[config.mk]
export PLATFORM = sky130hd
export DESIGN_NAME = glyph_alpha_bilinear_composite_unit
export DESIGN_NICKNAME = d
export VERILOG_FILES = /design/src/rtl/gabc_pkg.sv /design/src/rtl/gabc_chan.sv /design/src/rtl/glyph_alpha_bilinear_composite_unit.sv
export SDC_FILE = /design/constraint.sdc
export NUM_CORES = 2
export LEC_CHECK = 0
export BUFFER_PORTS_ARGS = -buffer_cell sky130_fd_sc_hd__clkbuf_2
export CAP_MARGIN = 20
export CORE_AREA = 2 2 315 317
export DETAILED_ROUTE_END_ITERATION = 6
export DIE_AREA = 0 0 317 319
export PLACE_DENSITY_LB_ADDON = 0.12
export SLEW_MARGIN = 10
export SYNTH_ARGS = -nofsm -noshare
export SYNTH_HDL_FRONTEND = slang
export SYNTH_SLANG_ARGS = --single-unit
[constraint.sdc]
create_clock -name clk -period 6.8 [get_ports clk]
set_input_delay 0 -clock clk [delete_from_list [all_inputs] [get_ports clk]]
set_output_delay 0 -clock clk [all_outputs]
set_load 0.05 [all_outputs]
[src/rtl/gabc_pkg.sv]
`default_nettype none

package gabc_pkg;

  localparam int unsigned ChanW    = 8;
  localparam int unsigned ProdW    = 2 * ChanW;
  localparam int unsigned InDataW  = 10 * ChanW;
  localparam int unsigned OutDataW = 3 * ChanW;
  localparam int unsigned CfgAddrW = 2;
  localparam int unsigned NumStages = 7;

  localparam logic [ChanW-1:0] FillColorReset = 8'd0;
  localparam logic [ChanW-1:0] FillAlphaReset = 8'd255;
  localparam logic [ChanW-1:0] FullScale      = 8'd255;

  typedef enum logic [CfgAddrW-1:0] {
    REG_FILL_RED   = 2'd0,
    REG_FILL_GREEN = 2'd1,
    REG_FILL_BLUE  = 2'd2,
    REG_FILL_ALPHA = 2'd3
  } cfg_reg_t;

  // Load strobes and the zero-coverage flag handed to each channel slice.
  typedef struct packed {
    logic ld_prod;
    logic ld_out;
    logic skip;
  } chan_ctl_t;

  // (a*(256-f) + b*f + 128) >> 8, never negative and never above 255.
  function automatic logic [ChanW-1:0] lerp8(input logic [ChanW-1:0] a,
                                             input logic [ChanW-1:0] b,
                                             input logic [ChanW-1:0] f);
    logic [ChanW:0]   inv_f;
    logic [ProdW:0]   acc;
    inv_f = 9'd256 - {1'b0, f};
    acc   = {9'd0, a} * {8'd0, inv_f} + {9'd0, b} * {9'd0, f} + 17'd128;
    return acc[ProdW-1:ChanW];
  endfunction

  // Rounded divide by 255 for a product of two 8-bit values. The sum with
  // its own high byte plus one, shifted by eight, is an exact floor divide
  // by 255 over the whole range reached here.
  function automatic logic [ChanW-1:0] rdiv255(input logic [ProdW-1:0] x);
    logic [ProdW:0] t;
    logic [ProdW:0] q;
    t = {1'b0, x} + 17'd127;
    q = t + {8'd0, t[ProdW:ChanW]} + 17'd1;
    return q[ProdW-1:ChanW];
  endfunction

endpackage

`default_nettype wire

[src/rtl/gabc_chan.sv]
`default_nettype none

module gabc_chan (
  input  wire logic                       clk,
  input  wire gabc_pkg::chan_ctl_t        ctl,
  input  wire logic [gabc_pkg::ChanW-1:0] fill_c,
  input  wire logic [gabc_pkg::ChanW-1:0] sa,
  input  wire logic [gabc_pkg::ChanW-1:0] dst,
  output logic      [gabc_pkg::ChanW-1:0] out_c
);

  logic [gabc_pkg::ProdW-1:0] prod_src;
  logic [gabc_pkg::ProdW-1:0] prod_dst;
  logic [gabc_pkg::ChanW-1:0] dst_q;
  logic [gabc_pkg::ChanW-1:0] src_c;
  logic [gabc_pkg::ChanW-1:0] dst_keep;
  logic [gabc_pkg::ChanW:0]   sum;
  logic [gabc_pkg::ChanW-1:0] blended;

  always_ff @(posedge clk) begin
    if (ctl.ld_prod) begin
      prod_src <= {{gabc_pkg::ChanW{1'b0}}, fill_c} * {{gabc_pkg::ChanW{1'b0}}, sa};
      prod_dst <= {{gabc_pkg::ChanW{1'b0}}, dst} *
                  {{gabc_pkg::ChanW{1'b0}}, gabc_pkg::FullScale - sa};
      dst_q    <= dst;
    end
  end

  always_comb begin
    src_c    = gabc_pkg::rdiv255(prod_src);
    dst_keep = gabc_pkg::rdiv255(prod_dst);
    sum      = {1'b0, src_c} + {1'b0, dst_keep};
    blended  = sum[gabc_pkg::ChanW] ? gabc_pkg::FullScale : sum[gabc_pkg::ChanW-1:0];
  end

  always_ff @(posedge clk) begin
    if (ctl.ld_out) begin
      out_c <= ctl.skip ? dst_q : blended;
    end
  end

endmodule

`default_nettype wire

[src/rtl/glyph_alpha_bilinear_composite_unit.sv]
`default_nettype none

// Channel  | Direction | Handshake            | Contents
// s_axis   | in        | tvalid/tready        | one destination pixel with glyph samples
// m_axis   | out       | tvalid/tready        | blended pixel, tuser = written flag
// cfg      | in        | cfg_we, no wait      | fill color and fill alpha registers
//
// Seven register stages: two bilinear lerp steps, coverage product, fill
// alpha product, source alpha divide, color products, divide and blend.
// One pixel is accepted per cycle while the output is not stalled. Each
// stage has its own valid bit and loads when it is empty or the stage after
// it can take its contents, so a stall at the output fills bubbles first.
// Reset (rst, synchronous) empties the pipeline and restores the registers.

module glyph_alpha_bilinear_composite_unit (
  input  wire logic                            clk,
  input  wire logic                            rst,
  input  wire logic                            cfg_we,
  input  wire logic [gabc_pkg::CfgAddrW-1:0]   cfg_addr,
  input  wire logic [gabc_pkg::ChanW-1:0]      cfg_wdata,
  input  wire logic                            s_axis_tvalid,
  output logic                                 s_axis_tready,
  // dst_red, dst_green, dst_blue, texel_top_left, texel_top_right,
  // texel_bottom_left, texel_bottom_right, frac_x, frac_y, mask_cov
  input  wire logic [gabc_pkg::InDataW-1:0]    s_axis_tdata,
  output logic                                 m_axis_tvalid,
  input  wire logic                            m_axis_tready,
  // out_red, out_green, out_blue
  output logic      [gabc_pkg::OutDataW-1:0]   m_axis_tdata,
  // written
  output logic                                 m_axis_tuser
);

  localparam int unsigned W  = gabc_pkg::ChanW;
  localparam int unsigned PW = gabc_pkg::ProdW;
  localparam int unsigned NS = gabc_pkg::NumStages;

  logic [W-1:0] fill_red;
  logic [W-1:0] fill_green;
  logic [W-1:0] fill_blue;
  logic [W-1:0] fill_alpha;

  logic [NS-1:0] vld;
  logic [NS-1:0] rdy;

  always_ff @(posedge clk) begin
    if (rst) begin
      fill_red   <= gabc_pkg::FillColorReset;
      fill_green <= gabc_pkg::FillColorReset;
      fill_blue  <= gabc_pkg::FillColorReset;
      fill_alpha <= gabc_pkg::FillAlphaReset;
    end else if (cfg_we) begin
      unique case (gabc_pkg::cfg_reg_t'(cfg_addr))
        gabc_pkg::REG_FILL_RED:   fill_red   <= cfg_wdata;
        gabc_pkg::REG_FILL_GREEN: fill_green <= cfg_wdata;
        gabc_pkg::REG_FILL_BLUE:  fill_blue  <= cfg_wdata;
        gabc_pkg::REG_FILL_ALPHA: fill_alpha <= cfg_wdata;
        default: ;
      endcase
    end
  end

  // A stage may load when it is empty or its contents move on this cycle.
  always_comb begin
    rdy[NS-1] = !vld[NS-1] || m_axis_tready;
    for (int i = NS - 2; i >= 0; i--) begin
      rdy[i] = !vld[i] || rdy[i+1];
    end
  end

  assign s_axis_tready = rdy[0];

  always_ff @(posedge clk) begin
    if (rst) begin
      vld <= '0;
    end else begin
      if (rdy[0]) begin
        vld[0] <= s_axis_tvalid;
      end
      for (int i = 1; i < NS; i++) begin
        if (rdy[i]) begin
          vld[i] <= vld[i-1];
        end
      end
    end
  end

  logic [W-1:0] in_tl, in_tr, in_bl, in_br, in_fx, in_fy, in_mk;
  assign in_tl = s_axis_tdata[4*W-1:3*W];
  assign in_tr = s_axis_tdata[5*W-1:4*W];
  assign in_bl = s_axis_tdata[6*W-1:5*W];
  assign in_br = s_axis_tdata[7*W-1:6*W];
  assign in_fx = s_axis_tdata[8*W-1:7*W];
  assign in_fy = s_axis_tdata[9*W-1:8*W];
  assign in_mk = s_axis_tdata[10*W-1:9*W];

  // Stage 0: horizontal lerps on both rows.
  logic [W-1:0]   top0, bot0, fy0, mk0;
  logic [3*W-1:0] dst0;
  always_ff @(posedge clk) begin
    if (rdy[0]) begin
      top0 <= gabc_pkg::lerp8(in_tl, in_tr, in_fx);
      bot0 <= gabc_pkg::lerp8(in_bl, in_br, in_fx);
      fy0  <= in_fy;
      mk0  <= in_mk;
      dst0 <= s_axis_tdata[3*W-1:0];
    end
  end

  // Stage 1: vertical lerp.
  logic [W-1:0]   alpha1, mk1;
  logic [3*W-1:0] dst1;
  always_ff @(posedge clk) begin
    if (rdy[1]) begin
      alpha1 <= gabc_pkg::lerp8(top0, bot0, fy0);
      mk1    <= mk0;
      dst1   <= dst0;
    end
  end

  // Stage 2: coverage product; zero alpha or zero mask bypasses the blend.
  logic [PW-1:0]  cov2;
  logic           skip2;
  logic [3*W-1:0] dst2;
  always_ff @(posedge clk) begin
    if (rdy[2]) begin
      cov2  <= {{W{1'b0}}, alpha1} * {{W{1'b0}}, mk1};
      skip2 <= (alpha1 == '0) || (mk1 == '0);
      dst2  <= dst1;
    end
  end

  // Stage 3: scale by fill alpha.
  logic [PW-1:0]  sa3;
  logic           skip3;
  logic [3*W-1:0] dst3;
  always_ff @(posedge clk) begin
    if (rdy[3]) begin
      sa3   <= {{W{1'b0}}, gabc_pkg::rdiv255(cov2)} * {{W{1'b0}}, fill_alpha};
      skip3 <= skip2;
      dst3  <= dst2;
    end
  end

  // Stage 4: premultiplied source alpha.
  logic [W-1:0]   sa4;
  logic           skip4;
  logic [3*W-1:0] dst4;
  always_ff @(posedge clk) begin
    if (rdy[4]) begin
      sa4   <= gabc_pkg::rdiv255(sa3);
      skip4 <= skip3;
      dst4  <= dst3;
    end
  end

  // Stage 5 holds the color products inside the channel slices.
  logic skip5;
  always_ff @(posedge clk) begin
    if (rdy[5]) begin
      skip5 <= skip4;
    end
  end

  // Stage 6: output register.
  logic written6;
  always_ff @(posedge clk) begin
    if (rdy[6]) begin
      written6 <= !skip5;
    end
  end

  gabc_pkg::chan_ctl_t chan_ctl;
  assign chan_ctl.ld_prod = rdy[5];
  assign chan_ctl.ld_out  = rdy[6];
  assign chan_ctl.skip    = skip5;

  gabc_chan u_chan_red (
    .clk    (clk),
    .ctl    (chan_ctl),
    .fill_c (fill_red),
    .sa     (sa4),
    .dst    (dst4[W-1:0]),
    .out_c  (m_axis_tdata[W-1:0])
  );

  gabc_chan u_chan_green (
    .clk    (clk),
    .ctl    (chan_ctl),
    .fill_c (fill_green),
    .sa     (sa4),
    .dst    (dst4[2*W-1:W]),
    .out_c  (m_axis_tdata[2*W-1:W])
  );

  gabc_chan u_chan_blue (
    .clk    (clk),
    .ctl    (chan_ctl),
    .fill_c (fill_blue),
    .sa     (sa4),
    .dst    (dst4[3*W-1:2*W]),
    .out_c  (m_axis_tdata[3*W-1:2*W])
  );

  assign m_axis_tvalid = vld[NS-1];
  assign m_axis_tuser  = written6;

`ifndef ASSERT_OFF
  a_accept_enters: assert property (@(posedge clk) disable iff (rst)
    (s_axis_tvalid && s_axis_tready) |=> vld[0])
    else $error("accepted request did not enter the first stage");

  a_stall_keeps_tail: assert property (@(posedge clk) disable iff (rst)
    (vld[NS-2] && vld[NS-1] && !m_axis_tready) |=> (vld[NS-2] && vld[NS-1]))
    else $error("stalled pipeline tail lost an item");

  a_reset_empties: assert property (@(posedge clk)
    rst |=> (vld == '0))
    else $error("pipeline not empty after reset");
`endif

endmodule

`default_nettype wire
==> metrics.csv <==
metric,value,unit
status,"finished, final reports clean",
arrival,7.10,ns
synth.avg_cell_area,9.94,µm²
place_area,51200,µm²
synthDistinctLibCells,89,
drc_errors,0,
clk_latency,0.64,ns
yosysTopAreaCellShare,24.5,%
synth_fa_ha_area_share,39.5,%
critPathLaunchType,register,
synthArstFlopShare,0,%
num_vias,33102,
fp.dieH,319,µm
synth_edf_count,357,
syn-cell-area,48400,µm²
synth_nets,6132,
netlist_instances,4867,
fmax,149,MHz
synth-compound-area-share,5.84,%
root_buffer,clkbuf_16,
worstMarginPinSlew,1.01,ns
grt_overflow,0,
synth-seq-area-share,23.8,%
cts_max_path_buffers,3,
slowest_delay,0.60,ns
drv_slew,0,
rsz0062_at_grt,yes,
maxCapViolations,0,
drt_iter0_drc,1572,
drtAntennaViolNets,0,
dieArea,101000,µm²
drive_above_1_share,8.28,%
rows,115,
synth_warnings,0,
final_common_cell,inv_1,
antenna_found_initial,6,
core-area,97700,µm²
io_pins,122,
wl_per_cell,16.2,µm
final_cell_mix,"885 x inv_1, 591 x fa_1, 573 x ha_1",
crit_chain,or4_4 > o211ai_1 > xnor2_2 > ha_4 > o21a_1 > o21a_2 > nand3_2 > a21oi_4 > or2_2 > or3_1 > fa_1 > fa_1 > inv_2 > fa_1 > inv_1 > fa_1 > inv_2 > ha_4 > a21boi_4 > o41a_1 > a41o_1 > o41ai_2 > xnor2_1,
synth_top_family_by_area,adder cells,
worst_setup_path_end_kind,register,
finalInstanceArea,53600,µm²
grt_pass1_wl,176000,µm
cts_tree,done,
crit_slowest_cell,or4_4,
yosys.area_share.simple,17.1,%
finalNetCount,6372,
path_class,register to register,
grt_pass1_vias,34376,
critPathMaxFanout,4,
synthMuxAreaShare,0.580,%
drt-pass1-iter-count,5,
finClkSkew,0.0292,ns
hold_viol,0,
cpMostUsedCell,fa_1,
dpl.hpwl,82400,µm
crit_required,7.18,ns
period_minus_slack,6.72,ns
htreeDepth,2,
place_congestion,0.873,
grt_max_degree,81,
wl,104000,µm
viasPerCell,5.14,
portBuffers,121,
synth_xor_area_share,5.45,%
hp-class,input port to register,
grt_use_total,21.6,%
synth_top_area_cell,fa_1,
ys_seq_elements,396,
clk_pin_slew,0.07,ns
ys.flop_type,edfxtp_1,
synth_area_leaders,"fa_1 24%, edfxtp_1 22%, ha_1 15%, inv_1 6.9%, and2_1 5.2%",
numCtsBuffers,46,
finalCritPeriodShare,98.9,%
cts_sinks,396,
die_x,317,µm
areaGrowthSynthToFinish,10.8,%
initial_utilization,49.5,%
setup_viol,0,
relSlewSlack,32.6,%
==> Yosys cell counts, types with 87 or more instances <==
cell / n
fa_1: 591
nor2_1: 231
clkbuf_1: 94
nand2b_1: 98
inv_1: 889
edfxtp_1: 357
ha_1: 579
and2_1: 403
nand2_1: 412
xor2_1: 87
xnor2_1: 214
nor2b_1: 141
==> cells by family after synthesis <==
kind of cell / count (synthesis)
xor+xnor: 301
compound gates: 395
mux: 28
fa+ha+maj: 1171
flops: 396
simple gates: 1574
buf+inv: 1002
==> worst max-delay path: cells and delay by family (launching register included) <==
family / cells / cell delay, ns
compound gates: 8 / 1.83
xor+xnor: 2 / 0.27
fa+ha+maj: 6 / 2.43
buf+inv: 3 / 0.14
flops: 1 / 0.40
simple gates: 4 / 1.39
==> timing repair <==
action,in CTS,in global routing
hold buffers,52,0
gates resized for setup,11,44
pin swaps,7,34
setup endpoints to repair,2,8
endpoints found under the hold margin,75,0
setup buffers,2,9
==> sequential cells by signal, summed over array words and instances (netlist names), 16 cells and up <==
register and cells:
dst4 24, sa3 16, u_chan_green.prod_src 16, u_chan_green.prod_dst 16
u_chan_blue.prod_dst 16, dst3 24, dst0 24, dst1 24
u_chan_blue.prod_src 16, u_chan_red.prod_dst 16, u_chan_red.prod_src 16, dst2 24
cov2 16
==> per-layer routing <==
metal	up-vias	GRT usage (%)	share of wire, %
li1	16159	-	-
met2	533	36.3	48
met1	16261	29.5	46
met3	147	2.49	3.5
met5	-	0	0.012
met4	2	5.67	2.5
==> per-stage QoR <==
step / hold slack (ns) / util [%] / std cells / setup TNS [ns] / worst slack (ns)
after floorplan: 0.0989 / - / 4867 / -0.261 / -0.261
after global placement: 0.176 / 52.4 / 6282 / -0.171 / -0.112
after detailed placement: 0.179 / 52.4 / 6282 / -0.304 / -0.186
after CTS: 0.00608 / 54.5 / 6422 / 0 / 0.000437
after global routing: 0.0431 / 54.8 / 6435 / -0.270 / -0.237
final: 0.0333 / 54.8 / 6435 / 0 / 0.0761
==> cell type report <==
class	instances	area [µm²]
timing repair buffer	304	2210
clock buffer	57	1220
fill	8678	44100
tap	1287	1610
inverter	890	3340
clock inverter	29	285
antenna	3	7.51
multi-input combinational	3469	33400
sequential	396	11500
==> final timing paths <==
| check | startpoint | to | slack, ns | depth (start not counted) |
|---|---|---|---|---|
| min | s_axis_tdata[31] | top0[7] | 0.03 | 4 |
| max reg2reg | cov2[5] | sa3[15] | 0.08 | 23 |
| min reg2reg | dst2[0] | dst3[0] | 0.40 | 0 |
| max | cov2[5] | sa3[15] | 0.08 | 23 |
Power is not shown: default switching activity piles up to over one toggle a cycle in this logic, so the estimate is an artifact.
